$ cat src/design/vbbc_pkg.sv
// ----------------------------------------------------------------------------
// vbbc_pkg: shared types and constants of the volume bounding box crop unit
// Field widths, reset defaults, result status codes and configuration register indexes.
// ----------------------------------------------------------------------------
package vbbc_pkg;

	localparam int VOXEL_W  = 8;
	localparam int COORD_W  = 13;
	localparam int SIZE_W   = 13;
	localparam int MARGIN_W = 8;
	localparam int CFG_IDX_W = 2;

	localparam int ROW_SIZE_RST    = 256;
	localparam int COLUMN_SIZE_RST = 256;
	localparam int SLICE_COUNT_RST = 256;
	localparam int MARGIN_RST      = 2;

	typedef enum logic [1:0] {
		STATUS_OK     = 2'd0,
		STATUS_BORDER = 2'd1,
		STATUS_EMPTY  = 2'd2
	} status_t;

	typedef enum logic [CFG_IDX_W-1:0] {
		CFG_ROW_SIZE     = 2'd0,
		CFG_COLUMN_SIZE  = 2'd1,
		CFG_SLICE_COUNT  = 2'd2,
		CFG_FRAME_MARGIN = 2'd3
	} cfg_idx_t;

endpackage

$ cat src/design/volume_bounding_box_crop_unit.sv
// ----------------------------------------------------------------------------
// volume_bounding_box_crop_unit: bounding box of the nonzero voxels of a volume
// Streams a byte volume in raster order and reports its framed bounding box.
// ----------------------------------------------------------------------------
// Usage:
// Voxels arrive on the input channel (in_valid, in_ready, voxel_value) in
// raster order, x fastest, then y, then z, with the dimensions held in the
// configuration registers. After the last voxel of a volume one result beat
// leaves on the output channel (out_valid, out_ready): the status, the framed
// origin and the box extents. No other voxel produces a beat.
// Throughput is one voxel per cycle while results are taken, as the position
// counters and the extent registers update for each voxel. The result of a
// volume is registered after its last voxel has passed the input stage.
// When the receiver stalls, the result is held in the output register and
// the input stage fills; in_ready then drops until the result is taken.
// Reset loads the default dimensions of 256 and a margin of 2, and starts a
// fresh volume. Configuration writes (cfg_valid, cfg_ready, cfg_index,
// cfg_data) are always accepted and belong between volumes; a size written
// before the first voxel of a volume also resets that dimension's minimum.
// ----------------------------------------------------------------------------
module volume_bounding_box_crop_unit #(
	parameter int MAX_DIM = 4096
) (
	input  logic                                 clk,
	input  logic                                 arst_n,
	input  logic                                 cfg_valid,
	output logic                                 cfg_ready,
	input  logic [vbbc_pkg::CFG_IDX_W-1:0]       cfg_index,
	input  logic [vbbc_pkg::SIZE_W-1:0]          cfg_data,
	input  logic                                 in_valid,
	output logic                                 in_ready,
	input  logic [vbbc_pkg::VOXEL_W-1:0]         voxel_value,
	output logic                                 out_valid,
	input  logic                                 out_ready,
	output logic [1:0]                           status,
	output logic signed [vbbc_pkg::COORD_W-1:0]  origin_x,
	output logic signed [vbbc_pkg::COORD_W-1:0]  origin_y,
	output logic signed [vbbc_pkg::COORD_W-1:0]  origin_z,
	output logic [vbbc_pkg::COORD_W-1:0]         box_width,
	output logic [vbbc_pkg::COORD_W-1:0]         box_height,
	output logic [vbbc_pkg::COORD_W-1:0]         box_depth
);
	import vbbc_pkg::*;

	localparam int SZ_W  = $clog2(MAX_DIM + 1);
	localparam int POS_W = $clog2(MAX_DIM);
	localparam int ROW_EFF_RST = (ROW_SIZE_RST > MAX_DIM) ? MAX_DIM : ROW_SIZE_RST;
	localparam int COL_EFF_RST = (COLUMN_SIZE_RST > MAX_DIM) ? MAX_DIM : COLUMN_SIZE_RST;
	localparam int SLC_EFF_RST = (SLICE_COUNT_RST > MAX_DIM) ? MAX_DIM : SLICE_COUNT_RST;

	// A size of zero behaves as one, and anything above the limit as the limit.
	function automatic logic [SZ_W-1:0] eff_size(input logic [SIZE_W-1:0] r);
		if (r == '0) begin
			return SZ_W'(1);
		end else if (32'(r) > 32'(MAX_DIM)) begin
			return SZ_W'(MAX_DIM);
		end else begin
			return SZ_W'(r);
		end
	endfunction

	function automatic logic touches(input logic [SZ_W-1:0] lo, input logic [POS_W-1:0] hi,
		input logic [SZ_W-1:0] size);
		return (32'(lo) <= 32'd1) || (32'(hi) + 32'd2 >= 32'(size));
	endfunction

	// configuration
	logic [SIZE_W-1:0]   row_size_q, column_size_q, slice_count_q;
	logic [MARGIN_W-1:0] frame_margin_q;
	logic                cfg_wr;
	logic [SZ_W-1:0]     rs_eff, cs_eff, sc_eff, cfg_eff;

	// input stage
	logic               valid_s1;
	logic [VOXEL_W-1:0] voxel_s1;

	// volume state
	logic [POS_W-1:0] pos_x_q, pos_y_q, pos_z_q;
	logic [SZ_W-1:0]  low_x_q, low_y_q, low_z_q;
	logic [POS_W-1:0] high_x_q, high_y_q, high_z_q;
	logic             seen_q;

	// step logic
	logic             en, step, hit, last, fresh;
	logic             wrap_x, wrap_y, wrap_z;
	logic [POS_W-1:0] px_n, py_n, pz_n;
	logic [SZ_W-1:0]  lx_n, ly_n, lz_n;
	logic [POS_W-1:0] hx_n, hy_n, hz_n;
	logic             border;
	status_t          status_n;

	// result register
	logic                out_valid_q;
	status_t             status_q;
	logic [COORD_W-1:0]  origin_x_q, origin_y_q, origin_z_q;
	logic [COORD_W-1:0]  width_q, height_q, depth_q;

	assign cfg_ready = 1'b1;
	assign cfg_wr    = cfg_valid && cfg_ready;
	assign rs_eff    = eff_size(row_size_q);
	assign cs_eff    = eff_size(column_size_q);
	assign sc_eff    = eff_size(slice_count_q);
	assign cfg_eff   = eff_size(cfg_data);

	assign en       = !out_valid_q || out_ready;
	assign step     = valid_s1 && en;
	assign in_ready = !valid_s1 || en;
	assign fresh    = (pos_x_q == '0) && (pos_y_q == '0) && (pos_z_q == '0) && !seen_q;

	always_comb begin
		hit  = voxel_s1 != '0;
		lx_n = (hit && 32'(pos_x_q) < 32'(low_x_q)) ? SZ_W'(pos_x_q) : low_x_q;
		ly_n = (hit && 32'(pos_y_q) < 32'(low_y_q)) ? SZ_W'(pos_y_q) : low_y_q;
		lz_n = (hit && 32'(pos_z_q) < 32'(low_z_q)) ? SZ_W'(pos_z_q) : low_z_q;
		hx_n = (hit && pos_x_q > high_x_q) ? pos_x_q : high_x_q;
		hy_n = (hit && pos_y_q > high_y_q) ? pos_y_q : high_y_q;
		hz_n = (hit && pos_z_q > high_z_q) ? pos_z_q : high_z_q;

		// A counter at or past its size wraps, even if the size shrank mid-volume.
		wrap_x = 32'(pos_x_q) + 32'd1 >= 32'(rs_eff);
		wrap_y = 32'(pos_y_q) + 32'd1 >= 32'(cs_eff);
		wrap_z = 32'(pos_z_q) + 32'd1 >= 32'(sc_eff);
		last   = wrap_x && wrap_y && wrap_z;

		px_n = wrap_x ? '0 : pos_x_q + 1'b1;
		py_n = wrap_x ? (wrap_y ? '0 : pos_y_q + 1'b1) : pos_y_q;
		pz_n = (wrap_x && wrap_y) ? (wrap_z ? '0 : pos_z_q + 1'b1) : pos_z_q;

		border = touches(lx_n, hx_n, rs_eff) || touches(ly_n, hy_n, cs_eff)
			|| touches(lz_n, hz_n, sc_eff);
		priority if (border) begin
			status_n = STATUS_BORDER;
		end else if (!(seen_q || hit)) begin
			status_n = STATUS_EMPTY;
		end else begin
			status_n = STATUS_OK;
		end
	end

	always_ff @(posedge clk or negedge arst_n) begin
		if (!arst_n) begin
			row_size_q     <= SIZE_W'(ROW_SIZE_RST);
			column_size_q  <= SIZE_W'(COLUMN_SIZE_RST);
			slice_count_q  <= SIZE_W'(SLICE_COUNT_RST);
			frame_margin_q <= MARGIN_W'(MARGIN_RST);
		end else if (cfg_wr) begin
			unique case (cfg_idx_t'(cfg_index))
				CFG_ROW_SIZE:     row_size_q     <= cfg_data;
				CFG_COLUMN_SIZE:  column_size_q  <= cfg_data;
				CFG_SLICE_COUNT:  slice_count_q  <= cfg_data;
				CFG_FRAME_MARGIN: frame_margin_q <= cfg_data[MARGIN_W-1:0];
				default: ;
			endcase
		end
	end

	always_ff @(posedge clk or negedge arst_n) begin
		if (!arst_n) begin
			valid_s1 <= 1'b0;
		end else if (in_ready) begin
			valid_s1 <= in_valid;
		end
	end

	always_ff @(posedge clk) begin
		if (in_valid && in_ready) begin
			voxel_s1 <= voxel_value;
		end
	end

	always_ff @(posedge clk or negedge arst_n) begin
		if (!arst_n) begin
			pos_x_q  <= '0;
			pos_y_q  <= '0;
			pos_z_q  <= '0;
			low_x_q  <= SZ_W'(ROW_EFF_RST);
			low_y_q  <= SZ_W'(COL_EFF_RST);
			low_z_q  <= SZ_W'(SLC_EFF_RST);
			high_x_q <= '0;
			high_y_q <= '0;
			high_z_q <= '0;
			seen_q   <= 1'b0;
		end else if (step) begin
			pos_x_q <= px_n;
			pos_y_q <= py_n;
			pos_z_q <= pz_n;
			if (last) begin
				low_x_q  <= rs_eff;
				low_y_q  <= cs_eff;
				low_z_q  <= sc_eff;
				high_x_q <= '0;
				high_y_q <= '0;
				high_z_q <= '0;
				seen_q   <= 1'b0;
			end else begin
				low_x_q  <= lx_n;
				low_y_q  <= ly_n;
				low_z_q  <= lz_n;
				high_x_q <= hx_n;
				high_y_q <= hy_n;
				high_z_q <= hz_n;
				seen_q   <= seen_q || hit;
			end
		end else if (cfg_wr && fresh) begin
			// Nothing seen yet in this volume, so the minimum follows the new size.
			unique case (cfg_idx_t'(cfg_index))
				CFG_ROW_SIZE:     low_x_q <= cfg_eff;
				CFG_COLUMN_SIZE:  low_y_q <= cfg_eff;
				CFG_SLICE_COUNT:  low_z_q <= cfg_eff;
				CFG_FRAME_MARGIN: ;
				default: ;
			endcase
		end
	end

	always_ff @(posedge clk or negedge arst_n) begin
		if (!arst_n) begin
			out_valid_q <= 1'b0;
		end else if (en) begin
			out_valid_q <= step && last;
		end
	end

	always_ff @(posedge clk) begin
		if (step && last) begin
			status_q <= status_n;
			if (status_n == STATUS_OK) begin
				origin_x_q <= COORD_W'(32'(lx_n) - 32'(frame_margin_q));
				origin_y_q <= COORD_W'(32'(ly_n) - 32'(frame_margin_q));
				origin_z_q <= COORD_W'(32'(lz_n) - 32'(frame_margin_q));
				width_q    <= COORD_W'(32'(hx_n) - 32'(lx_n) + 32'd1);
				height_q   <= COORD_W'(32'(hy_n) - 32'(ly_n) + 32'd1);
				depth_q    <= COORD_W'(32'(hz_n) - 32'(lz_n) + 32'd1);
			end else begin
				origin_x_q <= '0;
				origin_y_q <= '0;
				origin_z_q <= '0;
				width_q    <= '0;
				height_q   <= '0;
				depth_q    <= '0;
			end
		end
	end

	assign out_valid  = out_valid_q;
	assign status     = status_q;
	assign origin_x   = $signed(origin_x_q);
	assign origin_y   = $signed(origin_y_q);
	assign origin_z   = $signed(origin_z_q);
	assign box_width  = width_q;
	assign box_height = height_q;
	assign box_depth  = depth_q;

	// A finished volume leaves the counters and the object flag cleared.
	a_restart: assert property (@(posedge clk) disable iff (!arst_n)
		step && last |=> pos_x_q == '0 && pos_y_q == '0 && pos_z_q == '0 && !seen_q)
		else $error("volume state not cleared after the last voxel");

	// A rejected volume reports no geometry.
	a_zero_fields: assert property (@(posedge clk) disable iff (!arst_n)
		out_valid && status != STATUS_OK |-> origin_x == '0 && origin_y == '0
			&& origin_z == '0 && box_width == '0 && box_height == '0 && box_depth == '0)
		else $error("non-ok result carries geometry");

	// An accepted volume has seen at least one object voxel, so no extent is empty.
	a_nonempty_box: assert property (@(posedge clk) disable iff (!arst_n)
		out_valid && status == STATUS_OK |-> box_width != '0 && box_height != '0
			&& box_depth != '0)
		else $error("ok result with an empty extent");

	// A voxel held in the input stage during a stall is not lost or replaced.
	a_s1_hold: assert property (@(posedge clk) disable iff (!arst_n)
		valid_s1 && !en |=> valid_s1 && $stable(voxel_s1))
		else $error("stalled voxel beat lost");

endmodule

$ cat config.mk
export PLATFORM = sky130hd
export DESIGN_NAME = volume_bounding_box_crop_unit
export DESIGN_NICKNAME = d
export VERILOG_FILES = /design/src/design/vbbc_pkg.sv /design/src/design/volume_bounding_box_crop_unit.sv
export SDC_FILE = /design/constraint.sdc
export NUM_CORES = 1
export LEC_CHECK = 0
export BUFFER_PORTS_ARGS = -buffer_cell sky130_fd_sc_hd__buf_2
export CAP_MARGIN = 10
export CELL_PAD_IN_SITES_DETAIL_PLACEMENT = 1
export CELL_PAD_IN_SITES_GLOBAL_PLACEMENT = 2
export CORE_ASPECT_RATIO = 1.25
export CORE_UTILIZATION = 43
export DETAILED_ROUTE_END_ITERATION = 8
export GPL_TIMING_DRIVEN = 0
export PLACE_DENSITY = 0.84
export SYNTH_ARGS = -nofsm -noshare
export SYNTH_HDL_FRONTEND = slang
export SYNTH_SLANG_ARGS = --single-unit
$ cat constraint.sdc
create_clock -name clk -period 9.5 [get_ports clk]
set_input_delay 0 -clock clk [delete_from_list [all_inputs] [get_ports clk]]
set_output_delay 0 -clock clk [all_outputs]
set_load 0.05 [all_outputs]
==> impl_metrics.csv <==
group,metric,value,unit
sta,rsz0062_at_grt,"no",
routing,detail-route-antenna-nets,0,
synth,synth_seq_cells,249,
global_route,grt_pass1_wl,112300,microns
cts,cts_tree,"built",
power,total_power,5435,uW
place,place_area,20610,sq um
routing,drt-total-wl,75180,microns
setup_path,r2r_end,"origin_x[12]",
power,power_leakage,0.009849,uW
floorplan,start_util,43.67,%
routing,route.detailed.drc,0,
finish,layout-drive-gt1-share,12.71,%
setup_path,cpPeakStageDelay,0.90,ns
routing,drt-vias-per-instance,6.016,
job,maxCapViolCount,0,
sta,maxSlewHeadroom,20.97,%
worst_hold_path,worstHoldPathType,"input pin to register",
cts,cts-buffers-inserted,29,
setup_path,r2r-start,"pos_x_q[0]",
worst_hold_path,hold_path_startpoint,"voxel_value[4]",
global_route,grt.overflow.total,0,
synth,ys_types,80,
worst_hold_path,worstHoldPathCells,2,
floorplan,num_rows,86,
finish,register_area,6680,sq um
place,gp_congestion,0.9673,
sta,fin_ws,1.104,ns
floorplan,core_area,44120,sq um
finish,area_growth,13.77,%
sta,max_freq,0.1191,GHz
finish,multi_input_area,11580,sq um
sta,finalSetupViolCount,0,
place,pre_cts_slack,1.229,ns
setup_path,cp_max_fo,10,
setup_path,path_buf_inv,5,
finish,diodes,0,
worst_hold_path,hold_end,"voxel_s1[4]",
global_route,track_usage,33.23,%
synth,syn_nets,2380,
setup_path,cp.required,9.93,ns
place,io_buffers,109,
setup_path,critPathSlowestCell,"nor4_4",
routing,drtPass1Iterations,5,
global_route,grt_max_degree,114,
synth,seq_area_frac_synth,34.68,%
setup_path,arrival,8.83,ns
floorplan,die_area,45660,sq um
routing,vias,17260,
synth,synth_edf_count,88,
cts,post_cts_resize_count,0,
cts,clkTransAtPathRegs,0.07,ns
cts,clk_latency,0.61,ns
status,status,"finished, final reports clean",
finish,nFillCells,5215,
synth,synthFlopType,"dfrtp_1",
place,hpwl,59160,microns
routing,wl_per_cell,26.20,microns
synth,yosysWarnings,0,
routing,drt_iter0_drc,1037,
setup_path,worstSetupPathType,"register to register",
cts,postCtsSetupRepairBufs,0,
sta,tns,0,ns
setup_path,crit_family,"simple AND/OR/NAND/NOR gates",
power,vdd_ir_drop_max,0.0001746,V
sta,fin_crit,8.396,ns
power,power_density,248.0,nW/um^2
setup_path,start_kind,"register",
synth,avgSynthCellArea,9.187,sq um
floorplan,die_y,238.7,microns
setup_path,setup.worst_path.end_class,"register",
finish,nNetsFinal,2557,
cts,clkSinkCount,249,
sta,fin_crit_sh,88.38,%
synth,syn-instance-count,2097,
global_route,antenna_found_initial,1,
synth,netlist_area,19260,sq um
setup_path,rrSetupSlack,1.10,ns
cts,htree_levels,1,
global_route,grt_pass1_vias,18260,
sta,hold_viol_final,0,
setup_path,r2r_cells,25,
floorplan,io_pins,111,
sta,skew,0.02806,ns
floorplan,die_x,191.3,microns
cts,cts_root_buf,"clkbuf_16",
finish,final_cell_area,21920,sq um
setup_path,worst_path_most_repeated_cell,"ha_1",
sta,worst_pin_slew,1.184,ns
sta,slew_violations,0,
cts,cts_buffer_depth,3,
synth,async_reset_ff_share,64.66,%
[per-layer routing]
layer | global-route usage (%) | part of all wire, %
met2 | 57.17 | 49
met1 | 39.89 | 41
met5 | 0 | 0
met4 | 16.71 | 5.5
met3 | 5.241 | 5.3
[how the worst max path moves through the flow]
stage	start	end	slack (ns)	depth (start not counted)
2_1_floorplan	pos_z_q[2]	box_depth[0]	4.21	15
3_3_place_gp	pos_x_q[0]	origin_x[12]	1.34	25
3_5_place_dp	pos_x_q[0]	origin_x[12]	1.23	25
4_1_cts	pos_x_q[0]	origin_x[12]	1.15	25
5_1_grt	pos_x_q[0]	origin_x[12]	0.90	25
6_report	pos_x_q[0]	origin_x[12]	1.10	25
[layout make-up]
cell class,instances,area share [%]
clock inverters,24,0.9933
multi-input cells,1591,52.82
clock buffers,30,3.374
plain buffers,81,1.581
flip-flops and latches,249,30.48
well taps,572,3.265
repair buffers,146,4.459
inverters,176,3.026
[cells by family (layout without fill, tap and decap cells)]
family                   after synthesis  after routing  synth area share [%]
AND/OR/NAND/NOR                      704            704                 18.16
AO/OA/AOI/OAI                        408            408                 13.75
buffers and inverters                257            457                 5.228
adder cells (fa/ha/maj)              255            255                 16.80
flip-flops                           249            249                 34.68
multiplexers                         130            130                 7.144
XOR/XNOR                              93             93                 4.228
other                                  1              1               0.01947
[placed cells by master (no fill, tap or decap), drive strengths merged, types with 20 or more instances in the layout]
master / netlist / layout
nor2b: 32 / 32
and3: 26 / 26
buf: 23 / 137
o211ai: 20 / 20
dfrtp: 154 / 154
a21boi: 20 / 20
ha: 249 / 249
o21ai: 110 / 110
xor2: 34 / 34
nor2: 171 / 171
a211oi: 21 / 21
a21oi: 81 / 81
nand4: 31 / 31
a31oi: 38 / 38
nor4: 34 / 34
xnor2: 59 / 59
nand2: 198 / 198
mux2i: 70 / 70
nand3: 80 / 80
inv: 176 / 177
edfxtp: 88 / 88
nand2b: 22 / 22
mux2: 60 / 60
o31ai: 20 / 20
clkbuf: 58 / 88
nor3: 59 / 59
dlygate4sd3: 0 / 32
[synth_stat cells, drive strengths merged, types with 22 or more instances]
cell type | instances | share of area (%)
nand4 | 31 | 1.0
nand2b | 22 | 0.71
clkbuf | 58 | 1.1
o21ai | 110 | 2.9
a31oi | 38 | 1.2
nor2 | 171 | 3.4
dfrtp | 154 | 20
nor3 | 59 | 2.0
nor4 | 34 | 1.2
inv | 176 | 3.4
mux2i | 70 | 3.6
xor2 | 34 | 1.5
xnor2 | 59 | 2.7
ha | 249 | 16
buf | 23 | 0.67
nand3 | 80 | 2.1
nor2b | 32 | 1.0
a21oi | 81 | 2.1
and3 | 26 | 0.84
nand2 | 198 | 3.9
edfxtp | 88 | 14
mux2 | 60 | 3.5
[timing repair]
item / in CTS / in global routing
hold endpoints to repair: 223 / 0
hold buffers: 33 / 0
setup endpoints to repair: 0 / 0
[sequential cells by signal, summed over array words and instances (netlist names), 13 cells and up]
| signal | count |
|---|---|
| origin_z | 13 |
| column_size_q | 13 |
| box_depth | 13 |
| low_z_q | 13 |
| box_height | 13 |
| row_size_q | 13 |
| origin_x | 13 |
| slice_count_q | 13 |
| low_y_q | 13 |
| low_x_q | 13 |
| origin_y | 13 |
| box_width | 13 |
[per-stage QoR]
| stage | std cells | utilization, % | hold WS [ns] |
|---|---|---|---|
| after floorplan | 2097 | - | -0.2956 |
| after global placement | 2778 | 46.53 | 0.1774 |
| after detailed placement | 2782 | 46.72 | -0.04712 |
| after CTS | 2869 | 49.68 | 0.08307 |
| after global routing | 2869 | 49.68 | 0.1161 |
| final | 2869 | 49.68 | 0.1091 |
[power by group]
part | switching (uW) | leakage, uW | internal, uW
sequential | 149 | 0.00289 | 1220
clock | 513 | 0.000471 | 648
combinational | 1750 | 0.00649 | 1160
total | 2410 | 0.00985 | 3020
[worst reg2reg max path, stage by stage, from the launching register on]
cell and delay (ns):
dfrtp_1 0.61, inv_1 0.27, ha_1 0.27, nor2b_1 0.11, o211ai_1 0.13, a211oi_1 0.25, a2111oi_0 0.11, nor3_1 0.85
clkbuf_1 0.56, mux2i_1 0.63, inv_1 0.13, ha_1 0.22, clkbuf_1 0.24, nand3_1 0.18, xnor2_1 0.16, nor2_1 0.07
a21oi_1 0.15, ha_1 0.24, and4_1 0.20, a221o_1 0.35, o21ai_0 0.41, nand2_1 0.17, nor4_4 0.90, nand2_4 0.29
buf_2 0.42, a31oi_1 0.30
Power figures use the tool's default switching activity.
